==> config.mk <==
export PLATFORM = sky130hd
export DESIGN_NAME = selective_repeat_receiver_top_flat
export DESIGN_NICKNAME = d
export VERILOG_FILES = /design/src/rtl/srr_pkg.sv /design/src/rtl/srr_if.sv /design/src/rtl/selective_repeat_receiver_top.sv /design/src/rtl/srr_slot_store.sv /design/src/flat_wrapper.sv
export SDC_FILE = /design/constraint.sdc
export NUM_CORES = 2
export LEC_CHECK = 0
export BUFFER_PORTS_ARGS = -buffer_cell sky130_fd_sc_hd__buf_2
export CORE_MARGIN = 1.5
export CORE_UTILIZATION = 62
export CTS_CLUSTER_DIAMETER = 150
export DETAILED_ROUTE_END_ITERATION = 8
export GPL_TIMING_DRIVEN = 1
export PLACE_DENSITY = 0.76
export SLEW_MARGIN = 25
export SYNTH_ARGS = -nofsm -noshare
export SYNTH_HDL_FRONTEND = slang
export SYNTH_SLANG_ARGS = --single-unit
==> constraint.sdc <==
create_clock -name clock -period 10 [get_ports clock]
set_input_delay 1 -clock clock [delete_from_list [all_inputs] [get_ports clock]]
set_output_delay 1 -clock clock [all_outputs]
set_load 0.02 [all_outputs]
==> src/rtl/srr_pkg.sv <==
// srr_pkg: shared constants, result codes and the slot store command struct
// for the selective-repeat receiver. No dependencies.
`default_nettype none

package srr_pkg;

   localparam int WINDOW_MAX   = 32;
   localparam int IDX_BITS     = $clog2(WINDOW_MAX);
   localparam int SEQ_BITS     = 32;
   localparam int PAYLOAD_BITS = 64;
   localparam int WIN_BITS     = 6;

   localparam logic [SEQ_BITS-1:0] SEQ_START    = SEQ_BITS'(1);
   localparam logic [WIN_BITS-1:0] WINDOW_RESET = WIN_BITS'(8);

   // result kind codes
   localparam logic KIND_ACK     = 1'b0;
   localparam logic KIND_DELIVER = 1'b1;

   typedef struct packed {
      logic                    wr_en;
      logic [IDX_BITS-1:0]     wr_idx;
      logic [PAYLOAD_BITS-1:0] wr_data;
      logic                    clr_en;
      logic [IDX_BITS-1:0]     clr_idx;
      logic [IDX_BITS-1:0]     rd_idx;
      logic [IDX_BITS-1:0]     chk_idx;
   } srr_store_cmd_type;

endpackage

`default_nettype wire

==> src/rtl/srr_if.sv <==
// srr_req_if / srr_rsp_if: valid-ready channels for arriving packets and
// for acknowledgement / delivery results. Depends on srr_pkg.
`default_nettype none

interface srr_req_if;
   import srr_pkg::*;

   logic                    valid;
   logic                    ready;
   logic                    corrupted;
   logic [SEQ_BITS-1:0]     seq_num;
   logic [PAYLOAD_BITS-1:0] payload_word;

   modport source (output valid, output corrupted, output seq_num, output payload_word,
                   input ready);
   modport sink   (input valid, input corrupted, input seq_num, input payload_word,
                   output ready);
endinterface

interface srr_rsp_if;
   import srr_pkg::*;

   logic                    valid;
   logic                    ready;
   logic                    kind;
   logic [SEQ_BITS-1:0]     ack_num;
   logic [PAYLOAD_BITS-1:0] delivered_payload;
   logic                    last;

   modport source (output valid, output kind, output ack_num, output delivered_payload,
                   output last, input ready);
   modport sink   (input valid, input kind, input ack_num, input delivered_payload,
                   input last, output ready);
endinterface

`default_nettype wire

==> src/rtl/selective_repeat_receiver_top.sv <==
// selective_repeat_receiver_top: selective-repeat ARQ receiver.
// The acknowledgement is registered and appears in the cycle after the packet beat.
// A corrupted, out-of-window or stored packet leaves the receiver idle; an in-order
// packet is delivered and the stored slots after it are drained, one delivery per
// cycle while output is free, paced by the output register and the registered read.
// Reset: expected number 1, window 8, slot valid map cleared.
`default_nettype none

module selective_repeat_receiver_top (
   input  wire logic                         clock,
   input  wire logic                         reset,
   input  wire logic                         csr_we,
   input  wire logic [srr_pkg::WIN_BITS-1:0] csr_wdata,
   srr_req_if.sink                           req_chan,
   srr_rsp_if.source                         rsp_chan
);
   import srr_pkg::*;

   typedef enum logic [1:0] {
      ST_IDLE,
      ST_DELIV,
      ST_DRAIN
   } state_type;

   state_type               state_ff;
   logic [SEQ_BITS-1:0]     exp_ff;
   logic [WIN_BITS-1:0]     win_ff;
   logic [PAYLOAD_BITS-1:0] pay_ff;

   logic                    rsp_valid_ff;
   logic                    rsp_kind_ff;
   logic [SEQ_BITS-1:0]     rsp_ack_ff;
   logic [PAYLOAD_BITS-1:0] rsp_pay_ff;
   logic                    rsp_last_ff;

   logic [WIN_BITS-1:0]     win_eff;
   logic [SEQ_BITS-1:0]     offset;
   logic [SEQ_BITS-1:0]     exp_plus;
   logic                    in_win;
   logic                    out_free;
   logic                    req_fire;
   logic                    good;
   logic                    hit;
   logic                    store;
   logic                    deliv_fire;
   logic                    drain_fire;
   logic                    adv;

   srr_store_cmd_type       cmd;
   logic [PAYLOAD_BITS-1:0] rd_data;
   logic                    chk_valid;

   always_comb begin
      if (win_ff == '0) begin
         win_eff = WIN_BITS'(1);
      end else if (win_ff > WIN_BITS'(WINDOW_MAX)) begin
         win_eff = WIN_BITS'(WINDOW_MAX);
      end else begin
         win_eff = win_ff;
      end
   end

   assign offset     = req_chan.seq_num - exp_ff;
   assign in_win     = offset < SEQ_BITS'(win_eff);
   assign exp_plus   = exp_ff + SEQ_BITS'(1);
   assign out_free   = !rsp_valid_ff || rsp_chan.ready;
   assign req_chan.ready = (state_ff == ST_IDLE) && out_free;
   assign req_fire   = req_chan.valid && req_chan.ready;
   assign good       = req_fire && !req_chan.corrupted;
   assign hit        = good && in_win && (offset == '0);
   assign store      = good && in_win && (offset != '0);
   assign deliv_fire = (state_ff == ST_DELIV) && out_free;
   assign drain_fire = (state_ff == ST_DRAIN) && out_free;
   assign adv        = deliv_fire || drain_fire;

   // read ahead one slot when advancing so drain data is ready next cycle
   always_comb begin
      cmd.wr_en   = store;
      cmd.wr_idx  = req_chan.seq_num[IDX_BITS-1:0];
      cmd.wr_data = req_chan.payload_word;
      cmd.clr_en  = adv;
      cmd.clr_idx = exp_ff[IDX_BITS-1:0];
      cmd.rd_idx  = adv ? exp_plus[IDX_BITS-1:0] : exp_ff[IDX_BITS-1:0];
      cmd.chk_idx = exp_plus[IDX_BITS-1:0];
   end

   srr_slot_store u_store (
      .clock     (clock),
      .reset     (reset),
      .cmd       (cmd),
      .rd_data   (rd_data),
      .chk_valid (chk_valid)
   );

   always_ff @(posedge clock) begin
      if (reset) begin
         state_ff     <= ST_IDLE;
         exp_ff       <= SEQ_START;
         win_ff       <= WINDOW_RESET;
         rsp_valid_ff <= 1'b0;
      end else begin
         if (csr_we) begin
            win_ff <= csr_wdata;
         end
         if (adv) begin
            exp_ff <= exp_plus;
         end

         unique case (state_ff)
            ST_IDLE: begin
               if (hit) begin
                  state_ff <= ST_DELIV;
               end
            end
            ST_DELIV, ST_DRAIN: begin
               if (out_free) begin
                  state_ff <= chk_valid ? ST_DRAIN : ST_IDLE;
               end
            end
            default: state_ff <= ST_IDLE;
         endcase

         if (good || adv) begin
            rsp_valid_ff <= 1'b1;
         end else if (rsp_chan.ready) begin
            rsp_valid_ff <= 1'b0;
         end

         if (hit) begin
            pay_ff <= req_chan.payload_word;
         end

         if (good) begin
            rsp_kind_ff <= KIND_ACK;
            rsp_ack_ff  <= req_chan.seq_num;
            rsp_pay_ff  <= '0;
            rsp_last_ff <= !hit;
         end else if (adv) begin
            rsp_kind_ff <= KIND_DELIVER;
            rsp_ack_ff  <= exp_ff;
            rsp_pay_ff  <= deliv_fire ? pay_ff : rd_data;
            rsp_last_ff <= !chk_valid;
         end
      end
   end

   assign rsp_chan.valid             = rsp_valid_ff;
   assign rsp_chan.kind              = rsp_kind_ff;
   assign rsp_chan.ack_num           = rsp_ack_ff;
   assign rsp_chan.delivered_payload = rsp_pay_ff;
   assign rsp_chan.last              = rsp_last_ff;

   a_ack_follows: assert property (@(posedge clock) disable iff (reset)
      good |=> rsp_chan.valid && (rsp_kind_ff == KIND_ACK))
      else $error("accepted packet not acknowledged");

   a_hit_not_last: assert property (@(posedge clock) disable iff (reset)
      hit |=> (state_ff == ST_DELIV) && !rsp_last_ff)
      else $error("in-order packet ack marked last");

   a_drain_end: assert property (@(posedge clock) disable iff (reset)
      adv && !chk_valid |=> (state_ff == ST_IDLE) && rsp_last_ff)
      else $error("drain did not end on an empty slot");

endmodule

`default_nettype wire

==> src/rtl/srr_slot_store.sv <==
// srr_slot_store: reorder slots, a payload memory with registered read and
// a flop map of slot valid bits cleared at reset. Depends on srr_pkg.
`default_nettype none

module srr_slot_store (
   input  wire logic                            clock,
   input  wire logic                            reset,
   input  wire srr_pkg::srr_store_cmd_type      cmd,
   output logic [srr_pkg::PAYLOAD_BITS-1:0]     rd_data,
   output logic                                 chk_valid
);
   import srr_pkg::*;

   logic [PAYLOAD_BITS-1:0] payload_mem_ff [WINDOW_MAX];
   logic [PAYLOAD_BITS-1:0] rd_data_ff;
   logic [WINDOW_MAX-1:0]   valid_ff;

   always_ff @(posedge clock) begin
      if (cmd.wr_en) begin
         payload_mem_ff[cmd.wr_idx] <= cmd.wr_data;
      end
      rd_data_ff <= payload_mem_ff[cmd.rd_idx];
   end

   always_ff @(posedge clock) begin
      if (reset) begin
         valid_ff <= '0;
      end else begin
         if (cmd.clr_en) begin
            valid_ff[cmd.clr_idx] <= 1'b0;
         end
         if (cmd.wr_en) begin
            valid_ff[cmd.wr_idx] <= 1'b1;
         end
      end
   end

   assign rd_data   = rd_data_ff;
   assign chk_valid = valid_ff[cmd.chk_idx];

   // storing only happens from idle, draining only outside idle
   a_no_wr_clr: assert property (@(posedge clock) disable iff (reset)
      !(cmd.wr_en && cmd.clr_en))
      else $error("slot write and clear in the same cycle");

   // a stored slot reads as valid on the next cycle
   a_wr_sets_valid: assert property (@(posedge clock) disable iff (reset)
      cmd.wr_en |=> valid_ff[$past(cmd.wr_idx)])
      else $error("stored slot not marked valid");

   a_clr_clears: assert property (@(posedge clock) disable iff (reset)
      cmd.clr_en |=> !valid_ff[$past(cmd.clr_idx)])
      else $error("drained slot still valid");

endmodule

`default_nettype wire
==> src/flat_wrapper.sv <==
// flat-port wrapper written by rule: the top's interface ports become plain ports
module selective_repeat_receiver_top_flat import srr_pkg::*;
  (clock, reset, csr_we, csr_wdata, req_chan_valid, req_chan_corrupted, req_chan_seq_num, req_chan_payload_word, req_chan_ready, rsp_chan_valid, rsp_chan_kind, rsp_chan_ack_num, rsp_chan_delivered_payload, rsp_chan_last, rsp_chan_ready);
  srr_req_if req_chan_i ();
  srr_rsp_if rsp_chan_i ();
  input  wire logic clock;
  input  wire logic reset;
  input  wire logic csr_we;
  input  wire logic [srr_pkg::WIN_BITS-1:0] csr_wdata;
  input wire logic [$bits(req_chan_i.valid)-1:0] req_chan_valid;
  input wire logic [$bits(req_chan_i.corrupted)-1:0] req_chan_corrupted;
  input wire logic [$bits(req_chan_i.seq_num)-1:0] req_chan_seq_num;
  input wire logic [$bits(req_chan_i.payload_word)-1:0] req_chan_payload_word;
  output wire logic [$bits(req_chan_i.ready)-1:0] req_chan_ready;
  output wire logic [$bits(rsp_chan_i.valid)-1:0] rsp_chan_valid;
  output wire logic [$bits(rsp_chan_i.kind)-1:0] rsp_chan_kind;
  output wire logic [$bits(rsp_chan_i.ack_num)-1:0] rsp_chan_ack_num;
  output wire logic [$bits(rsp_chan_i.delivered_payload)-1:0] rsp_chan_delivered_payload;
  output wire logic [$bits(rsp_chan_i.last)-1:0] rsp_chan_last;
  input wire logic [$bits(rsp_chan_i.ready)-1:0] rsp_chan_ready;
  assign req_chan_i.valid = req_chan_valid;
  assign req_chan_i.corrupted = req_chan_corrupted;
  assign req_chan_i.seq_num = req_chan_seq_num;
  assign req_chan_i.payload_word = req_chan_payload_word;
  assign req_chan_ready = req_chan_i.ready;
  assign rsp_chan_valid = rsp_chan_i.valid;
  assign rsp_chan_kind = rsp_chan_i.kind;
  assign rsp_chan_ack_num = rsp_chan_i.ack_num;
  assign rsp_chan_delivered_payload = rsp_chan_i.delivered_payload;
  assign rsp_chan_last = rsp_chan_i.last;
  assign rsp_chan_i.ready = rsp_chan_ready;
  selective_repeat_receiver_top u_core (.clock(clock), .reset(reset), .csr_we(csr_we), .csr_wdata(csr_wdata), .req_chan(req_chan_i), .rsp_chan(rsp_chan_i));
endmodule
==> reports/results.txt <==
Critical-path top delay cell -> nor2_4
Clock transition at path regs -> 0.06 ns
Syn Inst Count -> 4490
Worst Hold Launch -> csr_wdata[3]
Mux cell area share after synthesis -> 16.0%
Vias per cell -> 6.93
CP startpoint kind -> flip-flop
Slew of the pin with the lowest slew margin -> 1.09 ns
Pleak -> 0.0328 uW
Post-DP HPWL -> 132000 um
Setup violators final -> 0
Synth Area in XOR/XNOR -> 0.431%
Clk_skew -> 0.0700 ns
Post-synthesis simple-gate area fraction -> 3.88%
Achievable Freq -> 147 MHz
Total wire length -> 238000 um
Max Cap Viol -> 0
Max-slew violations -> 0
Initial antenna violation count -> 26
Gr usage total -> 32.1%
CTS Root Cell -> clkbuf_16
Initial Util -> 62.6%
Worst setup margin -> 3.22 ns
Placer Congestion -> 0.909
Setup TNS -> 0 ns
Vias -> 47800
Count of cell types in the netlist -> 86
#FFs+latches synth -> 2347
Predominant post-synthesis flop cell -> edfxtp_1
Share of layout cells above drive strength 1 -> 27.0%
Critical Path AT -> 7.26 ns
Vias in the first global route -> 47800
Max incr delay on CP -> 0.93 ns
Post-Syn Nets -> 4643
Family with the most delay on the worst path -> simple AND/OR/NAND/NOR gates
IO Count -> 208
DR iter-0 viols -> 7174
Worst R2R Path Depth -> 19
Site Rows -> 140
Crit. End Element -> flip-flop
Post-synth ARST share -> 0%
Cell Pwr Density -> 191 nW/um2
CTS Buf Count -> 217
Synthesis warning total -> 0
Final hold vios -> 0
Commonest non-fill, non-tap cell in the layout -> edfxtp_1
TritonCTS clock tree -> built
Most frequent cells in the layout -> edfxtp_1, mux4_2, nand2_1
Synth Area in Adders -> 0.624%
Crit Reg-Reg Startpoint -> u_core.exp_ff[3]$_SDFFE_PP0N_
First-pass GRT wire length -> 342000 um
Crit path max fanout -> 24
Status -> finished, final reports clean
Die span in x -> 387 um
CTS Buffer Depth -> 3
Rel. slew slack -> 27.1%
Hold path depth -> 2
Die footprint -> 150000 um2
Die Y -> 387 um
RSZ-0062 raised after global routing -> no
Synth top area share -> 72.6%
Cts hold-fix bufs -> 0
H-tree levels -> 4
Worst EP required -> 10.47 ns
Cell Chain, Critical Path -> clkinv_1, ha_1, and2_4, a221o_1, o21ai_0, and2_1, ha_1, inv_1, o22ai_1, a2111oi_0, nand4_1, nor4_1, nand4_1, nand4b_1, nor4_4, buf_4, nand3_1, nor2_4, buf_4
Max VDD drop -> 0.197 mV
Post-Synthesis Cell Area -> 91400 um2
Final min period -> 6.78 ns
Synth Area in Compound Gates -> 2.22%
CP startpoint -> u_core.exp_ff[3]$_SDFFE_PP0N_
Area Overhead vs Synth -> 12.1%
Avg WL per Cell -> 34.5 um
DR DRC count -> 0
Fill cell count -> 8433
DRT antenna net count -> 0
Sequential fraction of the synthesis area -> 75.6%
Final worst path period share -> 67.8%
Final net count -> 4937
EDFF count, synth -> 2210
Final Util -> 70.2%
Drt pass-1 iters -> 5
# Post-CTS Setup Buffers -> 0
Top cell type by total area after synthesis -> edfxtp_1
Syn_area_per_cell -> 20.4 um2
Total gr overflow -> 0
R2R Setup Slk -> 3.22 ns
Hold Crit Class -> primary input to flip-flop
Hold Path End -> u_core.win_ff[3]$_SDFFE_PP1P_
Top post-synthesis cells by area -> edfxtp_1, mux4_2, dfxtp_1, nand2_1, a21oi_1
Core area -> 146000 um2
Bufs and invs on worst path -> 4
Port buffer count -> 207
Reg2Reg Capture Point -> u_core.u_store.payload_mem_ff[15][22]$_DFFE_PP_
CP Class -> flip-flop to flip-flop
CTS resizes -> 0
Largest family of logic cells by synthesized area -> multiplexers
Dpl ws -> 2.80 ns
Hold slack -> 0.436 ns
Largest net degree at the start of global routing -> 144
Skew-Pair Late Insertion Delay -> 0.84 ns
Clock sinks -> 2347
routing by layer:
| metal | global-route usage [%] | share of wire (%) | wire length, um |
|---|---|---|---|
| met1 | 45.5 | 37 | 88200 |
| met2 | 50.8 | 49 | 116000 |
| met3 | 6.77 | 11 | 25600 |
| met4 | 10.6 | 3.3 | 7760 |
| met5 | 0 | 0.057 | 136 |
area by class of cell:
class                   count  area [um2]  share of cell area (%)
inverters                  46         173                   0.169
well taps                1917        2400                    2.34
multi-input cells        1867       21500                    21.0
diodes                      3        7.51                 0.00733
repair buffers            305        2050                    2.00
flip-flops and latches   2347       69100                    67.5
clock inverters           123        1280                    1.25
clock buffers             285        5930                    5.79
worst max path at each step:
stage                                                      endpoint  slack [ns]  cells after the start
finish              u_core.u_store.payload_mem_ff[15][22]$_DFFE_PP_        3.22                     19
global route        u_core.u_store.payload_mem_ff[15][20]$_DFFE_PP_        2.61                     19
CTS                 u_core.u_store.payload_mem_ff[15][22]$_DFFE_PP_        3.23                     19
detailed placement  u_core.u_store.payload_mem_ff[15][11]$_DFFE_PP_        2.80                     19
global placement     u_core.u_store.payload_mem_ff[15][5]$_DFFE_PP_        2.80                     19
floorplan            u_core.u_store.payload_mem_ff[25][0]$_DFFE_PP_        2.43                     18
power by group:
part	switching [uW]	internal, uW
Combinational	318	75.5
Sequential	4.88	10700
Clock	3620	4750
state kept, by name, indices dropped and copies added, names as in the netlist:
name / cells
u_core.u_store.rd_data: 64
u_core.u_store.payload_mem_ff: 2048
u_core.rsp_chan.kind: 1
u_core.rsp_chan.delivered_payload: 64
u_core.rsp_chan.ack_num: 32
u_core.rsp_chan.valid: 1
u_core.exp_ff: 32
u_core.pay_ff: 64
u_core.u_store.valid_ff: 32
u_core.rsp_chan.last: 1
u_core.state_ff: 2
u_core.win_ff: 6
through the flow:
step | total power, uW | instance area, um2 | instances
2_1_floorplan | 11100 | 91400 | 4490
3_3_place_gp | 11300 | 95100 | 6478
3_5_place_dp | 11300 | 95100 | 6479
4_1_cts | 19600 | 102000 | 6887
5_1_grt | 20000 | 102000 | 6890
6_report | 19500 | 102000 | 6893
Yosys cell counts (4+ instances only):
cell type / number
nor4_1: 10
and3_1: 12
xnor2_1: 39
ha_1: 44
nor2_1: 110
buf_2: 21
buf_1: 46
a21o_1: 6
mux2i_1: 13
nand3b_1: 6
or4_1: 8
nand4_1: 23
o211ai_1: 17
nor2b_1: 4
nor3_1: 25
o21a_1: 14
o21bai_1: 4
clkbuf_1: 150
or3_1: 29
a2111oi_0: 7
xor2_1: 6
o21ai_0: 81
buf_6: 8
dfxtp_1: 137
o21ai_1: 4
o2111ai_1: 5
and2_1: 9
a31oi_1: 5
inv_1: 44
nand2_1: 483
nand2b_1: 11
mux4_2: 642
nand3_1: 36
edfxtp_1: 2210
a211oi_1: 5
a21oi_1: 132
a21oi_2: 5
logic make-up (layout without fill, tap and decap cells):
kind of cell,Yosys count,after routing
buffers and inverters,276,759
xor gates and xnor gates,45,45
other,0,3
muxes,656,656
DFF,2347,2347
adders and majority gates,45,45
AOI/OAI and AO/OA,326,326
and+or+nand+nor,795,795
Note: power is estimated with default switching activity, not from simulation.
